<file path="src/rtl/ropq_pkg.sv">
// shared types and constants of the rank ordered packet queue
// no dependencies
`timescale 1ns / 1ps
package ropq_pkg;
  localparam int DEPTH       = 256;
  localparam int AW          = $clog2(DEPTH);
  localparam int CNT_W       = $clog2(DEPTH + 1);
  localparam int HANDLE_BITS = 16;
  localparam int RANK_W      = 64;
  localparam int DEV_W       = 8;
  localparam int CAP_W       = 9;

  typedef enum logic [2:0] {
    OP_PUSH, OP_POP, OP_LOOKUP, OP_DELETE, OP_NEXT, OP_FIRST, OP_FLUSH, OP_NOP
  } op_t;

  typedef enum logic [1:0] {
    ST_OK     = 2'd0,
    ST_FULL   = 2'd1,
    ST_MISS   = 2'd2,
    ST_NONEXT = 2'd3
  } status_t;

  typedef enum logic [2:0] {
    S_IDLE, S_RD, S_EV, S_DONE
  } state_t;

  typedef struct packed {
    op_t                    op;
    logic [RANK_W-1:0]      rank;
    logic [HANDLE_BITS-1:0] handle;
    logic [DEV_W-1:0]       dev;
  } cmd_t;

  typedef struct packed {
    logic [RANK_W-1:0]      rank;
    logic [HANDLE_BITS-1:0] handle;
    logic [DEV_W-1:0]       dev;
  } entry_t;
endpackage

</file>
<file path="src/rtl/ropq_front.sv">
// front end: accepts words, decodes the operation, two-entry command queue
// depends on ropq_pkg
`timescale 1ns / 1ps
module ropq_front (
  input  logic                           clk,
  input  logic                           rst,
  input  logic                           in_valid,
  output logic                           in_ready,
  input  logic [2:0]                     mode,
  input  logic                           device_flush,
  input  logic [ropq_pkg::RANK_W-1:0]    rank,
  input  logic [15:0]                    handle,
  input  logic [ropq_pkg::DEV_W-1:0]     device_id,
  output logic                           cmd_valid,
  input  logic                           cmd_take,
  output ropq_pkg::cmd_t                 cmd
);
  ropq_pkg::cmd_t q [2];
  logic       wp, rp;
  logic [1:0] fill;
  ropq_pkg::cmd_t dec;
  logic push, pop;

  always_comb begin
    if (device_flush) begin
      dec.op = ropq_pkg::OP_FLUSH;
    end else begin
      case (mode)
        ropq_pkg::OP_PUSH:   dec.op = ropq_pkg::OP_PUSH;
        ropq_pkg::OP_POP:    dec.op = ropq_pkg::OP_POP;
        ropq_pkg::OP_LOOKUP: dec.op = ropq_pkg::OP_LOOKUP;
        ropq_pkg::OP_DELETE: dec.op = ropq_pkg::OP_DELETE;
        ropq_pkg::OP_NEXT:   dec.op = ropq_pkg::OP_NEXT;
        ropq_pkg::OP_FIRST:  dec.op = ropq_pkg::OP_FIRST;
        default:             dec.op = ropq_pkg::OP_NOP;
      endcase
    end
    dec.rank   = rank;
    dec.handle = handle[ropq_pkg::HANDLE_BITS-1:0];
    dec.dev    = device_id;
  end

  assign in_ready  = (fill != 2'd2);
  assign cmd_valid = (fill != 2'd0);
  assign cmd       = q[rp];
  assign push      = in_valid && in_ready;
  assign pop       = cmd_take && cmd_valid;

  always_ff @(posedge clk) begin
    if (push) q[wp] <= dec;
    if (rst) begin
      wp   <= 1'b0;
      rp   <= 1'b0;
      fill <= 2'd0;
    end else begin
      if (push) wp <= ~wp;
      if (pop)  rp <= ~rp;
      fill <= fill + {1'b0, push} - {1'b0, pop};
    end
  end
endmodule

</file>
<file path="config.mk">
export PLATFORM = sky130hd
export DESIGN_NAME = ropq_front
export DESIGN_NICKNAME = d
export VERILOG_FILES = /design/src/rtl/ropq_pkg.sv /design/src/rtl/ropq_front.sv
export SDC_FILE = /design/constraint.sdc
export NUM_CORES = 1
export LEC_CHECK = 0
export BUFFER_PORTS_ARGS = -buffer_cell sky130_fd_sc_hd__buf_4
export CAP_MARGIN = 15
export CORE_MARGIN = 2
export CORE_UTILIZATION = 52
export CTS_CLUSTER_DIAMETER = 120
export DETAILED_ROUTE_END_ITERATION = 10
export PLACE_DENSITY = 0.79
export REMOVE_ABC_BUFFERS = 1
export SETUP_SLACK_MARGIN = 0.15
export SYNTH_ARGS = -nofsm -noshare
export SYNTH_HDL_FRONTEND = slang
export SYNTH_SLANG_ARGS = --single-unit
</file>
<file path="constraint.sdc">
create_clock -name clk -period 4.33 [get_ports clk]
set_clock_uncertainty 0.05 [all_clocks]
set_input_delay 0 -clock clk [delete_from_list [all_inputs] [get_ports clk]]
set_output_delay 0 -clock clk [all_outputs]
set_load 0.01 [all_outputs]
</file>
-- Word level (Yosys, flattened, before mapping)
Memory sizes are Yosys's and may differ from the RTL's. A register that Yosys moved wholly into a read port is not among the register bits.
Cells that the tools add are included.
- register bits: 4
- output and inout port bits: 93
- memories kept: 1
- bits in writable memories: 182
- logic and storage cells: 24
- input port bits: 96
- reduce and logical (&&, ||, !) cells: 4
- add/sub/neg operators: 2
- equal/unequal tests: 6
- bitwise gates (word level): 2
- muxes and demuxes: 6
- memory list (memory ; words ; bits a word ; read ports ; clocked after memory_dff ; wr ports ; line ; text):
    q ; 2 ; 91 ; 1 ; 1 ; 1 ; ropq_front.sv:18 ; ropq_pkg::cmd_t q [2];
- operators with widths (operator ; count):
    $pmux 3 s6 ; 1
    $eq 3x2->1 const B ; 2
    $eq 3x3->1 const B ; 2
    $mux 1 ; 4
    $eq 3x1->1 const B ; 1
    $logic_not 3->1 ; 1
    $mux 3 ; 1
    $add 2x1->2 ; 1
    $logic_and 1x1->1 ; 2
    $ne 2x2->1 const B ; 1
    $not 1->1 ; 2
    $reduce_bool 2->1 ; 1
    $sub 2x1->2 ; 1

-- Longest topological paths before layout
Gate-level depths: netlist of run 1.
- depth in word-level cells: 4
- mapped depth: 6
- depth with buffers taken out: 6

-- Worst setup path before layout of run 1
No wires, ideal clock.
- path type: register to register
- start point: reg fill[0]
- end point: mem q[1][0] (netlist bit) (enable)
- arrival time: 2.802 ns
- required time: 3.820 ns
- slack: 1.018 ns
- setup time: 0.460 ns
- stages on the path, launching flop included: 3
- path buffers: 0
- cells stage by stage: dfxtp_1 -> nand2b_1 -> and3_1
- word-level cells in the longest chain between the ends: 4
- ends and longest elaborated chain (item ; line ; text):
    from (decl) ; ropq_front.sv:20 ; logic [1:0] fill;
    from (signal assigned) ; ropq_front.sv:58 ; fill <= fill + {1'b0, push} - {1'b0, pop};
    $ne 2x2->1 ; ropq_front.sv:43 ; assign in_ready = (fill != 2'd2);
    net in_ready ; ropq_front.sv:8 ; output logic in_ready,
    $logic_and 1x1->1 ; ropq_front.sv:46 ; assign push = in_valid && in_ready;
    $mux 1 ; ropq_front.sv:50 ; if (push) q[wp] <= dec;
    $mux 1 (implied by the code) ; ropq_front.sv:50 ;
    to (decl) ; ropq_front.sv:18 ;
The timed path passes the listed nets, and every way through them passes these cells.

==> results of run 1 <==
==> cell families (layout without fill, tap and decap cells) <==
family | after synthesis | in the layout | synth area share
flops | 187 | 187 | 0.808
mux | 91 | 91 | 0.149
simple gates | 18 | 18 | 0.0165
buf+inv | 11 | 321 | 0.0164
compound gates | 7 | 7 | 0.00708
fa+ha+maj | 1 | 1 | 0.00182
xor+xnor | 1 | 1 | 0.00127
other cells | 0 | 1 | 0
==> final timing paths <==
kind	end	slack, ns
min reg2reg	rp	0.47
max	cmd[13]	1.89
max reg2reg	q[1][17]	1.97
min	q[1][8]	0.24
==> layout make-up <==
| type | instances | area, µm² |
|---|---|---|
| inverters | 1 | 6.26 |
| fillers | 703 | 3110 |
| repair buffers | 288 | 2420 |
| clock buffers | 18 | 429 |
| well taps | 176 | 220 |
| multi-input cells | 118 | 1210 |
| clock inverters | 14 | 105 |
| diodes | 1 | 2.50 |
| flip-flops and latches | 187 | 5570 |
==> worst reg2reg max path: stages (launching register included) <==
cell and delay (ns):
dfxtp_1 0.43, nand2b_1 0.20, and3_4 0.88, buf_4 0.47
==> flip-flops by register name, summed over array words and instances (netlist names), named ones only <==
name,flops
fill,2
q,182
rp,1
wp,1
==> metal layers <==
layer,global-route usage,wire [µm],vias to the layer above
li1,-,-,1850
met4,0.0871,327,0
met2,0.364,7670,135
met5,0,0,-
met3,0.0551,766,26
met1,0.224,5340,1943
==> repair_timing <==
item / in CTS / in global routing
endpoints found under the setup margin: 0 / 0
endpoints found under the hold margin: 187 / 0
hold buffers: 97 / 0
gates resized for setup: 0 / 0
buffers inserted: 0 / 0
==> power breakdown <==
group,switching [mW],internal [mW]
logic,0.464,0.575
registers,0.104,2.20
clock network,0.622,0.781
==> layout by cell type (no fill, tap or decap), types with 2 or more instances in the layout <==
master         synthesis  routed
a21oi_1                2       2
buf_4                  1     190
clkbuf_16              0      17
clkinv_1               0       4
clkinv_2               0       4
clkinvlp_4             0       3
dfxtp_1                5       4
dlygate4sd3_1          0      97
edfxtp_1             182     182
mux2_1                69      69
mux2_2                22      22
nor2_1                 5       5
nor2b_1                2       2
or2_2                  3       3
==> impl_metrics.toml, run 1 <==
[finish]
nNetsFinal = 710
post-route-util = 0.762
final_area_um2 = 9970
area_delta_synth_final_pct = 44.8
stdcell_count = 803
layout-drive-gt1-share = 0.398

[clocking]
clock_latency_ns = 0.42
cts_buffers = 17
cts_tree = "built"
clock_path_buffers = 2
clkTransAtPathRegs_ns = 0.07
cts_sinks = 187
htree_num_levels = 4
cts-root-buf = "clkbuf_16"

[pwr]
powerDensity_nw_per_um2 = 476
ir_drop_mv = 0.325
p_leak_nw = 3.76
total_power_mw = 4.74

[sta]
fin_tns_setup_ns = 0
hold_viol_final = 0
setup_viol = 0
worst_slew_pin_slew_ns = 1.04
worst_slack_ns = 1.89
rsz0062_at_grt = "no"
fin_crit_sh = 0.563
final_max_slew_viol_count = 0
whs_ns = 0.241
slew_headroom = 0.309
fin_crit_ns = 2.44
fmax_mhz = 410

[setup_path]
cp.depth = 3
startpoint_type = "flip-flop"
slowest_delay_ns = 0.83
crit_family = "flip-flops"
path_buf_inv = 2
end_kind = "primary output"
path_class = "flip-flop to primary output"
crit_fanout = 57
reg2reg_from = "fill[0]"
critPathArrivalTime_ns = 2.39
crit_top_cell = "buf_4"
worst_path_max_delay_cell = "dfxtp_4"
cp.required_ns = 4.28
crit_path_cell_trace = "buf_4 -> mux2_1 -> buf_4"
worstRegToRegCells = 3

[logic_synthesis]
synth_largest_area_cell = "edfxtp_1"
ys_top_cells_by_area = "edfxtp_1 79%, mux2_1 11%, mux2_2 3.6%"
synth.top_cell.area_share = 0.794
netlist_area_um2 = 6890
synth-seq-cells = 187
synth_warnings = 0
yosysSeqAreaShare = 0.808
yosysUniqueCellTypes = 25
async_flop_share = 0
synth_commonest_cells = "182 x edfxtp_1, 69 x mux2_1, 22 x mux2_2"
yosysMostFrequentCell = "edfxtp_1"
syn_inst = 316
syn_area_per_cell_um2 = 21.8
synth_edf_count = 182
synth_ff_type = "edfxtp_1"

[placement]
dpl.hpwl_um = 7670
port-buffer-count = 188
placed_area_um2 = 8440
routabilityCongestion = 0.732
pre_cts_slack_ns = 1.97
numPlacedInstances = 672

[hold_path]
hold_depth = 2
hold_path_class = "input port to flip-flop"
holdCritStartpoint = "handle[0]"

[floorplan]
die_area_um2 = 14200
ioPinCount = 189
die_h_um = 119
rows = 42
fp.coreArea_um2 = 13100
die_x_um = 119
start_util = 0.526

[detailed_routing]
drtIter0Drc = 288
first_pass_iters = 4
drcViolationCount = 0
drt-total-wl_um = 14100
avgRoutedWirePerCell_um = 17.6
vias_per_cell = 4.92
dr_total_vias = 3954
antenna_left = 0

[run]
drv_cap = 0

[global_route]
grt_max_degree = 92
antenna_found_initial = 1
grt_pass1_wl_um = 21400
overflow = 0
grt_pass1_vias = 4208
grt.total_usage = 0.202

[status]
status = "finished clean"
No activity file was read; power rests on OpenSTA's default activity.
==> run 2, diff against run 1 <==
--- a/config.mk
+++ b/config.mk
@@ -8,10 +8,10 @@
 export BUFFER_PORTS_ARGS = -buffer_cell sky130_fd_sc_hd__buf_4
 export CAP_MARGIN = 15
 export CORE_MARGIN = 2
-export CORE_UTILIZATION = 52
+export CORE_UTILIZATION = 47
 export CTS_CLUSTER_DIAMETER = 120
 export DETAILED_ROUTE_END_ITERATION = 10
-export PLACE_DENSITY = 0.79
+export PLACE_DENSITY = 0.76
 export REMOVE_ABC_BUFFERS = 1
 export SETUP_SLACK_MARGIN = 0.15
 export SYNTH_ARGS = -nofsm -noshare
==> constraint.sdc (replaced) <==
create_clock -name clk -period 1.98 [get_ports clk]
set_clock_uncertainty 0.05 [all_clocks]
set_input_delay 0 -clock clk [delete_from_list [all_inputs] [get_ports clk]]
set_output_delay 0 -clock clk [all_outputs]
set_load 0.01 [all_outputs]
==> impl_metrics.toml, run 2 (synthesis gave the netlist of run 1 again) <==
[floorplan]
start_util = 0.477
die_area_um2 = 15600
rows = 44
die_x_um = 125
fp.coreArea_um2 = 14400
ioPinCount = 189
die_h_um = 125

[finish]
layout-drive-gt1-share = 0.405
largest_reg_flops = 182
top_regs = "q (182), fill (2)"
layout_commonest_cell = "buf_4"
regMostFlops = "q"
layout_common_cells = "189 x buf_4, 182 x edfxtp_1, 96 x dlygate4sd3_1"
stdcell_count = 813
post-route-util = 0.700
nFillCells = 878
nNetsFinal = 713
area_delta_synth_final_pct = 46.7
n_antenna_cell = 0

[detailed_routing]
wl_met3_um = 848
vias_per_cell = 4.82
dr_total_vias = 3921
highest_layer = "met4"
antenna_left = 0
wl_met1_um = 5380
drt-total-wl_um = 13600
first_pass_iters = 5
avgRoutedWirePerCell_um = 16.8
drtIter0Drc = 206
wl_met2_um = 7190
drcViolationCount = 0

[sta]
fin_crit_ns = 1.71
setup_viol = 0
fin_crit_sh = 0.862
hold_viol_final = 0
final_max_slew_viol_count = 0
whs_ns = 0.254
rsz0062_at_grt = "no"
fin_tns_setup_ns = 0
worst_slew_pin_slew_ns = 0.415
fmax_mhz = 586
slew_headroom = 0.723

[clocking]
cts_setup_buffers = 0
cts_tree = "built"
clkTransAtPathRegs_ns = 0.07
clock_path_buffers = 2
cts-root-buf = "clkbuf_16"
cts_sinks = 187
htree_num_levels = 4
clock_latency_ns = 0.42
cts_buffers = 17

[setup_path]
startpoint_type = "flip-flop"
regToRegEndpoint = "q[0][65]"
path_class = "flip-flop to flip-flop"
worstRegToRegCells = 4
endpoint = "q[0][65]"
reg2reg_from = "fill[0]"
crit_fanout = 33
reg2reg_slack_ns = 0.27
end_kind = "flip-flop"
cp.required_ns = 2.04
startpoint = "fill[0]"
critPathArrivalTime_ns = 1.77

[pwr]
p_leak_nw = 3.80
ir_drop_mv = 0.842
powerDensity_nw_per_um2 = 1050

[placement]
port-buffer-count = 188
dpl.hpwl_um = 8230
routabilityCongestion = 0.703
numPlacedInstances = 685

[global_route]
grt_max_degree = 70
grt_pass1_wl_um = 21200
antenna_found_initial = 0
grt_pass1_vias = 4245
overflow = 0
grt.total_usage = 0.176

[run]
drv_cap = 0

[hold_path]
hold_depth = 2
hold_path_class = "input port to flip-flop"

[status]
status = "finished clean"
run 2: critical path, stage by stage, from the launching register on:
cell and delay (ns):
dfxtp_1 0.43, nand2b_1 0.22, nand3b_1 0.20, inv_6 0.24, buf_12 0.25
run 2: routing by layer:
| layer | GRT usage | up-vias |
|---|---|---|
| met5 | 0 | - |
| met4 | 0.0719 | 0 |
| met3 | 0.0526 | 21 |
| met2 | 0.319 | 157 |
| met1 | 0.193 | 1893 |
| li1 | - | 1850 |
run 2: worst min-delay path by stage:
stage / slack (ns) / endpoint / startpoint
after global placement: 0.13 / q[1][76] / rank[52]
after CTS: 0.23 / q[0][24] / rank[0]
after detailed placement: 0.14 / q[1][73] / rank[49]
after floorplan: 0.02 / wp / rst
final: 0.25 / q[1][20] / handle[12]
after global routing: 0.24 / q[1][80] / rank[56]
run 2: per-stage QoR:
step | power, mW | instance area [µm²] | setup WS (ns)
after floorplan | 6.12 | 6780 | -1.33
after global placement | 7.26 | 8560 | 0.333
after detailed placement | 7.30 | 8560 | 0.256
after CTS | 10.7 | 10100 | 0.240
after global routing | 11.1 | 10100 | 0.160
final | 10.7 | 10100 | 0.274
run 2: report_power, final:
part           internal, mW  total, mW  switching [mW]  leakage, nW
combinational          1.32       2.47            1.15         1.79
clock                  1.86       3.27            1.41        0.270
sequential             4.80       4.91           0.103         1.74
run 2: repair_timing:
action                                  CTS  global route
resized for setup                         0             2
endpoints found under the setup margin    0            28
endpoints found under the hold margin   187             0
hold buffers                             96             0
run 2: cell type report:
class	instances	area [µm²]	share of cell area
Sequential cell	187	5570	0.551
Timing Repair Buffer	291	2500	0.247
Multi-Input combinational cell	118	1220	0.121
Clock buffer	18	429	0.0425
Tap cell	184	230	0.0228
Clock inverter	14	146	0.0145
Inverter	1	8.76	0.000867
